===== src/hw/rtl/spr_pkg.sv =====
`timescale 1ns / 1ps
// ----------------------------------------------------------------------------
// spr_pkg
// Shared constants, types and controller commands for the rank engine.
// ----------------------------------------------------------------------------
package spr_pkg;
  localparam int MaxNodes = 64;
  localparam int MaxEdges = 256;
  localparam int NodeW = 6;
  localparam int EdgeW = 8;
  localparam int CntW = 9;
  localparam int DegW = 9;
  localparam int RankW = 32;
  localparam int IterW = 16;
  localparam logic [RankW-1:0] Q31One = 32'h8000_0000;
  localparam logic OpAddEdge = 1'b0;
  localparam logic OpRun = 1'b1;

  typedef struct packed {
    logic add_edge;
    logic add_deg;
    logic count_start;
    logic count_step;
    logic div_start;
    logic div_run;
    logic init_step;
    logic clear_step;
    logic edge_rd;
    logic src_rd;
    logic share_start;
    logic acc_step;
    logic commit_rd;
    logic commit_step;
    logic emit_rd;
    logic emit_step;
    logic scan_reset;
  } spr_cmd_t;

  typedef struct packed {
    logic scan_done;
    logic edge_done;
    logic div_busy;
    logic changed;
    logic node_cnt_zero;
    logic cur_present;
    logic share_zero;
  } spr_status_t;
endpackage


===== src/hw/rtl/spr_ctrl.sv =====
`timescale 1ns / 1ps
// ----------------------------------------------------------------------------
// spr_ctrl
// Sequencer for edge loads, rank init, power iterations and emission.
// ----------------------------------------------------------------------------
module spr_ctrl (
  input  logic                 clk,
  input  logic                 rst,
  input  logic                 in_valid,
  input  logic                 in_opcode,
  input  logic [15:0]          in_iters,
  output logic                 in_ready,
  input  spr_pkg::spr_status_t status,
  output spr_pkg::spr_cmd_t    cmd,
  input  logic                 last_hint,
  output logic                 out_valid,
  output logic                 out_last,
  input  logic                 out_ready
);
  import spr_pkg::*;

  localparam logic [4:0] SIdle = 5'd0, SAddDeg = 5'd1, SCount = 5'd2, SDivGo = 5'd3,
    SDiv = 5'd4, SInit = 5'd5, SIter = 5'd6, SClear = 5'd7, SEdge = 5'd8,
    SEdgeSrc = 5'd9, SShareGo = 5'd10, SShareWait = 5'd11, SCommitRd = 5'd12,
    SCommit = 5'd13, SCheck = 5'd14, SEmitRd = 5'd15, SEmit = 5'd16;

  logic [4:0]       state;
  logic [4:0]       state_next;
  logic [IterW-1:0] iters;
  logic [IterW-1:0] done_it;

  assign in_ready = (state == SIdle);
  assign out_valid = (state == SEmit);
  assign out_last = last_hint;

  always_comb begin
    cmd = '0;
    state_next = state;
    unique case (state)
      SIdle: if (in_valid) begin
        if (in_opcode == OpAddEdge) begin
          cmd.add_edge = 1'b1;
          state_next = SAddDeg;
        end else begin
          cmd.count_start = 1'b1;
          state_next = SCount;
        end
      end
      SAddDeg: begin
        cmd.add_deg = 1'b1;
        state_next = SIdle;
      end
      SCount: begin
        if (status.scan_done) begin
          state_next = status.node_cnt_zero ? SIdle : SDivGo;
        end else cmd.count_step = 1'b1;
      end
      SDivGo: begin
        cmd.div_start = 1'b1;
        state_next = SDiv;
      end
      SDiv: begin
        cmd.div_run = 1'b1;
        if (!status.div_busy) begin
          cmd.scan_reset = 1'b1;
          state_next = SInit;
        end
      end
      SInit: begin
        if (status.scan_done) state_next = SIter;
        else cmd.init_step = 1'b1;
      end
      SIter: begin
        cmd.scan_reset = 1'b1;
        state_next = (done_it >= iters) ? SEmitRd : SClear;
      end
      SClear: begin
        if (status.scan_done) begin
          cmd.scan_reset = 1'b1;
          state_next = SEdge;
        end else cmd.clear_step = 1'b1;
      end
      SEdge: begin
        if (status.edge_done) state_next = SCommitRd;
        else begin
          cmd.edge_rd = 1'b1;
          state_next = SEdgeSrc;
        end
      end
      SEdgeSrc: begin
        cmd.src_rd = 1'b1;
        state_next = SShareGo;
      end
      SShareGo: begin
        if (status.share_zero) state_next = SEdge;
        else begin
          cmd.share_start = 1'b1;
          state_next = SShareWait;
        end
      end
      SShareWait: begin
        if (!status.div_busy) begin
          cmd.acc_step = 1'b1;
          state_next = SEdge;
        end
      end
      SCommitRd: begin
        if (status.scan_done) state_next = SCheck;
        else begin
          cmd.commit_rd = 1'b1;
          state_next = SCommit;
        end
      end
      SCommit: begin
        cmd.commit_step = 1'b1;
        state_next = SCommitRd;
      end
      SCheck: begin
        if (status.changed) state_next = SIter;
        else begin
          cmd.scan_reset = 1'b1;
          state_next = SEmitRd;
        end
      end
      SEmitRd: begin
        if (status.scan_done) state_next = SIdle;
        else if (!status.cur_present) cmd.emit_step = 1'b1;
        else begin
          cmd.emit_rd = 1'b1;
          state_next = SEmit;
        end
      end
      SEmit: begin
        if (out_ready) begin
          cmd.emit_step = 1'b1;
          state_next = SEmitRd;
        end
      end
      default: state_next = SIdle;
    endcase
  end

  always_ff @(posedge clk) begin
    if (rst) begin
      state <= SIdle;
      iters <= '0;
      done_it <= '0;
    end else begin
      state <= state_next;
      if (state == SIdle && in_valid && in_opcode == OpRun) begin
        iters <= in_iters;
        done_it <= 16'd1;
      end
      if (state == SIter && done_it < iters) done_it <= done_it + 1'b1;
    end
  end
endmodule


===== config.mk =====
export PLATFORM = sky130hd
export DESIGN_NAME = spr_ctrl
export DESIGN_NICKNAME = d
export VERILOG_FILES = /design/src/hw/rtl/spr_pkg.sv /design/src/hw/rtl/spr_ctrl.sv
export SDC_FILE = /design/constraint.sdc
export NUM_CORES = 1
export LEC_CHECK = 0
export ABC_AREA = 1
export BUFFER_PORTS_ARGS = -buffer_cell sky130_fd_sc_hd__clkbuf_2
export CORE_MARGIN = 3
export CORE_UTILIZATION = 52
export CTS_CLUSTER_SIZE = 10
export DETAILED_ROUTE_END_ITERATION = 8
export PLACE_DENSITY = 0.85
export RECOVER_POWER = 100
export SKIP_LAST_GASP = 1
export SLEW_MARGIN = 30
export SYNTH_ARGS = -nofsm -noshare
export SYNTH_HDL_FRONTEND = slang
export SYNTH_SLANG_ARGS = --single-unit
export TNS_END_PERCENT = 30

===== constraint.sdc =====
create_clock -name clk -period 1.9 [get_ports clk]
set_input_delay 0.19 -clock clk [delete_from_list [all_inputs] [get_ports clk]]
set_output_delay 0.19 -clock clk [all_outputs]
set_load 0.1 [all_outputs]

# --- Word level (Yosys, flattened, before mapping) ---
# Cells that the tools add are included.
word_totals:
  ff_bits: 37
  latch_bits: 0
  ramBits: 0
  mem_bits_ro: 0
  inputBits: 29
  out_inout_bits: 20
  wordCells: 86
  memories: 0
classes:
  n_addsub: 1
  mul: 0
  n_div: 0
  magnitude_cmp: 2
  eq_ne: 24
  shifts: 0
  muxes: 50
  bitwise: 0
  n_reduce_logical: 6
op_table:
  columns: ["op", "n"]
  rows:
  - ["5-bit case mux with 16 select lines", 1]
  - ["5-bit 2-to-1 mux", 9]
  - ["5-bit by 4-bit == test with 1-bit output, second input constant", 8]
  - ["16-bit 2-to-1 mux", 2]
  - ["1-bit 2-to-1 mux", 28]
  - ["5-bit by 3-bit == test with 1-bit output, second input constant", 4]
  - ["16-bit by 1-bit adder with 16-bit output, second input constant", 1]
  - ["16-bit greater-or-equal comparator", 1]
  - ["16-bit less-than comparator", 1]
  - ["2-bit inequality test, second input constant", 6]
  - ["5-bit by 2-bit == test with 1-bit output, second input constant", 2]
  - ["2-bit 2-to-1 mux", 5]
  - ["4-bit 2-to-1 mux", 2]
  - ["8-bit AND reduction", 1]
  - ["5-bit by 1-bit == test with 1-bit output, second input constant", 1]
  - ["5-bit == test, second input constant", 1]
  - ["5-bit logical NOT", 1]
  - ["1-bit case mux with 4 select lines", 1]
  - ["1-bit logical AND", 3]
  - ["3-bit 2-to-1 mux", 1]
  - ["3-bit inequality test, second input constant", 1]
  - ["2-bit by 1-bit inequality test with 1-bit output, second input constant", 1]
  - ["1-bit case mux with 2 select lines", 1]
  - ["2-bit nonzero test", 1]

# --- Longest topological paths before layout ---
# Gate-level depths: netlist of run 1.
logic_depth:
  ltp_word: 5
  depth_mapped: 15
  ltp_nobuf: 15

# --- Worst setup path before layout of run 1 ---
# OpenSTA, ideal clock, no wires.
synth_timing:
  path_kind: "reg2out"
  start: "register state[2]"
  end: "output port cmd[2] (netlist name)"
  t_arrival_ps: 3404
  required_time_ps: 1710
  path_slack_ps: -1694
  stages_incl_launch_ff: 3
  path_buffers: 0
  path_cell_list: "dfxtp_1 -> nand2_1 -> nor4_1"
synth_lines:
  columns: ["element", "line", "rtl"]
  rows:
  - ["start: declaration", "spr_ctrl.sv:27", "logic [4:0] state;"]
  - ["start signal: assignment", "spr_ctrl.sv:145", "state <= SIdle;"]
  - ["start signal: assignment", "spr_ctrl.sv:149", "state <= state_next;"]
  - ["end: declaration", "spr_ctrl.sv:14", "output spr_pkg::spr_cmd_t cmd,"]

# --- Final worst setup path of run 1 ---
layout_timing:
  start: "register iters[13]"
  end: "register done_it[8]"
layout_via:
  elab_chain_cells: 3
  word_cells_on_any_way: 4
  classes_between: "order compare (1); mux (1); reduce/logical (2)"
layout_rtl:
  columns: ["element", "line", "rtl"]
  rows:
  - ["start: declaration", "spr_ctrl.sv:29", "logic [IterW-1:0] iters;"]
  - ["start signal: assignment", "spr_ctrl.sv:151", "iters <= in_iters;"]
  - ["16-bit less-than comparator (*)", "spr_ctrl.sv:154", "if (state == SIter && done_it < iters) done_it <= done_it + 1'b1;"]
  - ["1-bit logical AND (*)", "spr_ctrl.sv:154", null]
  - ["16-bit 2-to-1 mux / 2-bit nonzero test (equally long branches)", null, null]
  - ["end signal: assignment", "spr_ctrl.sv:154", null]
  - ["end: declaration", "spr_ctrl.sv:30", "logic [IterW-1:0] done_it;"]
# Mark *: on every way between the ends. The rest lies on a longest branch, timed or not.
# A chain may end at the register's enable or synchronous reset.

==> reports/metrics.yaml, run 1 <==
sw_frac_of_total_pct: 38.3
yosys.area_share.adder_pct: 8.42
critPathArrivalTime_ns: 2.07
endpoint_kind: "flop"
synth-compound-area-share_pct: 15.9
syn2layout_area_growth_pct: 30.5
combPwrFrac_pct: 34.4
cts_inserted_buffers: 5
drive_above_1_share_pct: 29.8
async_reset_ff_share_pct: 0
dp_hpwl_um: 4810
stdcell_count: 508
maxSlewViolCount: 0
first_pass_iters: 4
ys_seq_area_share_pct: 29.3
clock_sinks: 37
grt_max_degree: 47
fill_cells: 362
synth_most_common_cell: "nand2_1"
synth_top_family_by_area: "simple AND/OR/NAND/NOR gates"
crit_path_start_kind: "flop"
p_switching_mw: 0.862
p_per_area_nw_per_um2: 681
synthTopCellsByCount: "74 x nand2_1, 55 x inv_1, 40 x a21oi_1, 37 x dfxtp_1, 35 x nor2_1"
synth_xor_area_share_pct: 1.04
yosys.area_share.simple_pct: 32.8
port_buffers: 46
dieArea_um2: 5730
root_buffer: "clkbuf_8"
cts.path.max_buffers: 2
place.gp.congestion: 0.874
required_ns: 2.12
leakage_nw: 1.51
clkLatencyLatePin_ns: 0.29
synthFlopType: "dfxtp_1"
io_pins: 49
min_path_type: "in -> reg"
initial_utilization_pct: 55.7
rsz0062_at_grt: "true"
worst-slew-pin-transition_ns: 0.696
path_clk_slew_ns: 0.07
num_vias: 2717
min_period_over_period_pct: 97.4
drc: 0
syn_nets: 425
synth_edf_count: 0
die_h_um: 75.7
overflow: 0
nets: 488
wirelength_um: 6680
hold_violations: 0
grt_pass1_vias: 2450
whs_ns: 0.128
synth_area_leader_cell: "dfxtp_1"
synth-seq-cells: 37
drv_cap: 0
ys_top_cells_by_area: "dfxtp_1 29%, nand2_1 11%, ha_1 8.4%"
ctsHoldBuffers: 0
crit_type: "reg -> reg"
grtUsageTotal_pct: 22.9
post-place-ws_ns: -0.0423
min_period_ns: 1.85
htreeDepth: 2
die_w_um: 75.7
yosysUniqueCellTypes: 38
fmax_mhz: 541
synth_mux_area_share_pct: 0
power_mw: 2.25
slew_headroom_pct: 53.5
p_seq_share_pct: 38.8
syn_area_per_cell_um2: 6.67
syn_area_um2: 2530
crit_path_max_fanout: 8
vias_per_cell: 5.35
wl_per_cell_um: 13.2
syn_inst: 379
outcome: "finished clean"
grt_pass1_wl_um: 10300
antenna_found_initial: 0
n_antenna_cell: 0
skew_ns: 0.00468
irDropWorstVdd_uv: 492
power_frac_clock_pct: 26.8
final-setup-viol-count: 0
synth_top_area_share_pct: 29.3
p_int_mw: 1.39
cts_tree: "yes"
fin_ws_ns: 0.0502
rows: 24
yosysWarningCount: 0
antenna_left: 0
core_um2: 4530
drtIter0Drc: 213
dp.cells: 491
-- repair_timing --
| item | 4_1_cts | 5_1_grt |
|---|---|---|
| cloned | 0 | 2 |
| pin swaps | 0 | 3 |
| buffers inserted | 0 | 7 |
| hold endpoints to repair | 0 | 0 |
| gates resized for setup | 2 | 17 |
| setup endpoints to repair | 13 | 20 |
-- metrics by stage --
stage	setup TNS, ns	utilization, %	cell area, um^2
floorplan	-7.97	-	2680
global placement	0	68.4	3100
detailed placement	-0.165	68.4	3100
CTS	0	70.8	3210
global route	-0.450	72.8	3300
finish	0	72.8	3300
-- cell usage in the layout (no fill, tap or decap), types with 3 or more instances in the layout --
cell      synthesis  routed
o21ai_0          17      24
buf_4             1      21
ha_4              0       3
buf_12            0       4
nand2_2           3       9
nor3_1           12       9
clkbuf_8          0       7
nor2_4            4       9
a21oi_2           2       4
inv_1            55      54
nand4_1           7       7
o21ai_1          12       4
nand3_1          24      24
nor2_1           35      32
dfxtp_1          37      30
nand3_4           1       3
nor2_2            6       4
nand2_1          74      67
ha_1             17      14
inv_2             4       7
nor3_2            0       3
dfxtp_2           0       5
clkbuf_2          0      36
a21oi_1          40      37
-- registers in the layout (all words and copies together) (netlist names) --
| name | count |
|---|---|
| done_it | 16 |
| iters | 16 |
| state | 5 |
-- kinds of logic (layout without fill, tap and decap cells) --
logic type / after synthesis / in the layout
adders and majority gates: 17 / 17
buffers and inverters: 72 / 135
AOI/OAI and AO/OA: 76 / 76
and+or+nand+nor: 174 / 175
xor gates and xnor gates: 3 / 3
DFF: 37 / 37
-- critical path: stages (launching register included) --
cell and delay, ns:
dfxtp_1 0.31, inv_1 0.05, ha_1 0.32, a21oi_1 0.19, o21ai_1 0.14, a21oi_4 0.18, nand3_4 0.16, inv_2 0.16
o21ai_0 0.13, a21oi_1 0.14
-- final cells by class --
type | count | area, um^2 | area share (%)
Inverter | 61 | 234 | 7.09
Clock inverter | 1 | 5.00 | 0.152
Tap cell | 65 | 81.3 | 2.46
Timing Repair inverter | 1 | 3.75 | 0.114
Sequential cell | 37 | 754 | 22.9
Multi-Input combinational cell | 271 | 1670 | 50.5
Clock buffer | 7 | 96.3 | 2.92
Timing Repair Buffer | 65 | 459 | 13.9
-- power by group through the flow --
stage | Clock (mW) | Combinational (mW) | Sequential, mW
2_1_floorplan | 0 | 0.610 | 0.883
3_3_place_gp | 0 | 0.738 | 0.887
3_5_place_dp | 0 | 0.755 | 0.890
4_1_cts | 0.615 | 0.760 | 0.872
5_1_grt | 0.655 | 0.845 | 0.881
6_report | 0.603 | 0.772 | 0.872
-- worst paths after layout --
kind,end,cells after the start,start,slack (ns)
max,done_it[8],9,iters[13],0.05
max reg2reg,done_it[8],9,iters[13],0.05
min,iters[0],3,in_iters[0],0.13
min reg2reg,iters[4],2,iters[4],0.46
-- layer usage --
metal | vias up | global-route usage [%] | share of wire (%)
met5 | - | 0 | 0
met4 | 0 | 6.02 | 2.2
met3 | 20 | 3.56 | 6.2
met2 | 87 | 39.5 | 49
met1 | 1247 | 29.6 | 43
li1 | 1363 | - | -
Note: power is estimated with default switching activity, not from simulation.
==> run 2: changes to the inputs <==
==> constraint.sdc (replaced) <==
create_clock -name clk -period 1.9 [get_ports clk]
set_input_delay 0.285 -clock clk [delete_from_list [all_inputs] [get_ports clk]]
set_output_delay 0.285 -clock clk [all_outputs]
set_load 0.1 [all_outputs]
==> reports/metrics.yaml, run 2 (synthesis gave the netlist of run 1 again) <==
whs_ns: 0.210
fill_cells: 332
antenna_left: 0
mostFrequentLayoutCell: "nand2_1"
rsz0062_at_grt: "true"
dp.cells: 490
drtIter0Drc: 280
slew_headroom_pct: 63.9
die_h_um: 75.7
grtUsageTotal_pct: 23.1
place.gp.congestion: 0.935
power_mw: 2.20
ff_latch_area_um2: 757
wl_per_cell_um: 13.5
core_um2: 4530
crit_type: "reg -> out"
grt_pass1_vias: 2355
initial_utilization_pct: 55.7
leakage_nw: 1.53
min_period_over_period_pct: 97.6
overflow: 0
drv_cap: 0
setup_tns_ns: 0
reg_top3: "done_it (16), iters (16), state (5)"
outcome: "finished clean"
stdcell_count: 506
syn2layout_area_growth_pct: 32.6
fmax_mhz: 539
htreeDepth: 2
path_clk_slew_ns: 0.07
layout_common_cells: "67 x nand2_1, 53 x inv_1, 39 x a21oi_1"
final-setup-viol-count: 0
num_vias: 2727
root_buffer: "clkbuf_8"
clock_sinks: 37
grt_max_degree: 47
crit_path_max_fanout: 4
n_antenna_cell: 0
endpoint_kind: "output port"
rows: 24
r2r-start: "done_it[15]"
critPathArrivalTime_ns: 1.57
holdCritStartpoint: "in_iters[0]"
drive_above_1_share_pct: 30.4
dieArea_um2: 5730
drc: 0
antenna_found_initial: 0
cts.path.max_buffers: 2
grt_pass1_wl_um: 10200
cts_tree: "yes"
nets: 486
min_path_type: "in -> reg"
crit_path_start_kind: "flop"
cts_inserted_buffers: 5
worst-slew-pin-transition_ns: 0.545
port_buffers: 46
io_pins: 49
required_ns: 1.62
clkLatencyLatePin_ns: 0.30
maxSlewViolCount: 0
p_per_area_nw_per_um2: 658
skew_ns: 0.00243
post-place-ws_ns: -0.0247
wirelength_um: 6860
irDropWorstVdd_uv: 571
min_period_ns: 1.85
vias_per_cell: 5.39
multi_input_area_um2: 1670
crit_path_start: "state[1]"
hold_violations: 0
fin_ws_ns: 0.0464
first_pass_iters: 6
die_w_um: 75.7
dp_hpwl_um: 4900
run 2: cell count changes in the layout (fill, tap and decap cells not counted), sizes merged:
cell    delta
clkinv     +1
buf        +7
clkbuf    -10
run 2: layout make-up:
| cell class | instances | share of cell area (%) |
|---|---|---|
| Clock buffer | 6 | 2.16 |
| Multi-Input combinational cell | 271 | 49.9 |
| Timing Repair Buffer | 63 | 15.2 |
| Sequential cell | 37 | 22.6 |
| Timing Repair inverter | 1 | 0.187 |
| Clock inverter | 2 | 0.299 |
| Tap cell | 65 | 2.43 |
| Inverter | 61 | 7.28 |
run 2: worst paths after layout:
kind | to | slack, ns | cells after the start
worst max register to register | done_it[5] | 0.05 | 9
worst min register to register | iters[12] | 0.46 | 2
worst max-delay path | cmd[0] | 0.05 | 6
worst min-delay path | iters[0] | 0.21 | 3
run 2: worst max-delay path, cell delays in order (launching register included):
cell and delay, ns:
dfxtp_4 0.37, nor2_4 0.14, nand2_2 0.11, nor2_4 0.16, inv_2 0.07, o2111ai_4 0.22, buf_12 0.20
run 2: timing repair:
item / in CTS / in global routing
buffers inserted: 0 / 6
cloned: 0 / 2
setup endpoints to repair: 10 / 21
pin swaps: 0 / 5
resized for setup: 3 / 24
hold buffers: 0 / 0
hold endpoints to repair: 0 / 0
run 2: per-stage QoR:
step	utilization (%)	instance area, um^2
after global placement	68.9	3120
after global routing	73.9	3350
after floorplan	-	2670
final	73.9	3350
after CTS	70.9	3210
after detailed placement	68.9	3120
run 2: layer usage:
| layer | share of wire, % | track usage [%] | wire length (um) | vias up |
|---|---|---|---|---|
| met5 | 0 | 0 | 0 | - |
| met4 | 1.7 | 8.74 | 119 | 0 |
| met3 | 6.4 | 4.49 | 440 | 14 |
| met2 | 50 | 37.7 | 3430 | 111 |
| met1 | 42 | 30.2 | 2860 | 1244 |
| li1 | - | - | - | 1358 |
run 2: where the power goes:
part	switching, mW	total (mW)	internal, mW
Sequential	0.0407	0.874	0.833
Combinational	0.561	0.787	0.225
Clock	0.289	0.543	0.254
Total	0.891	2.20	1.31
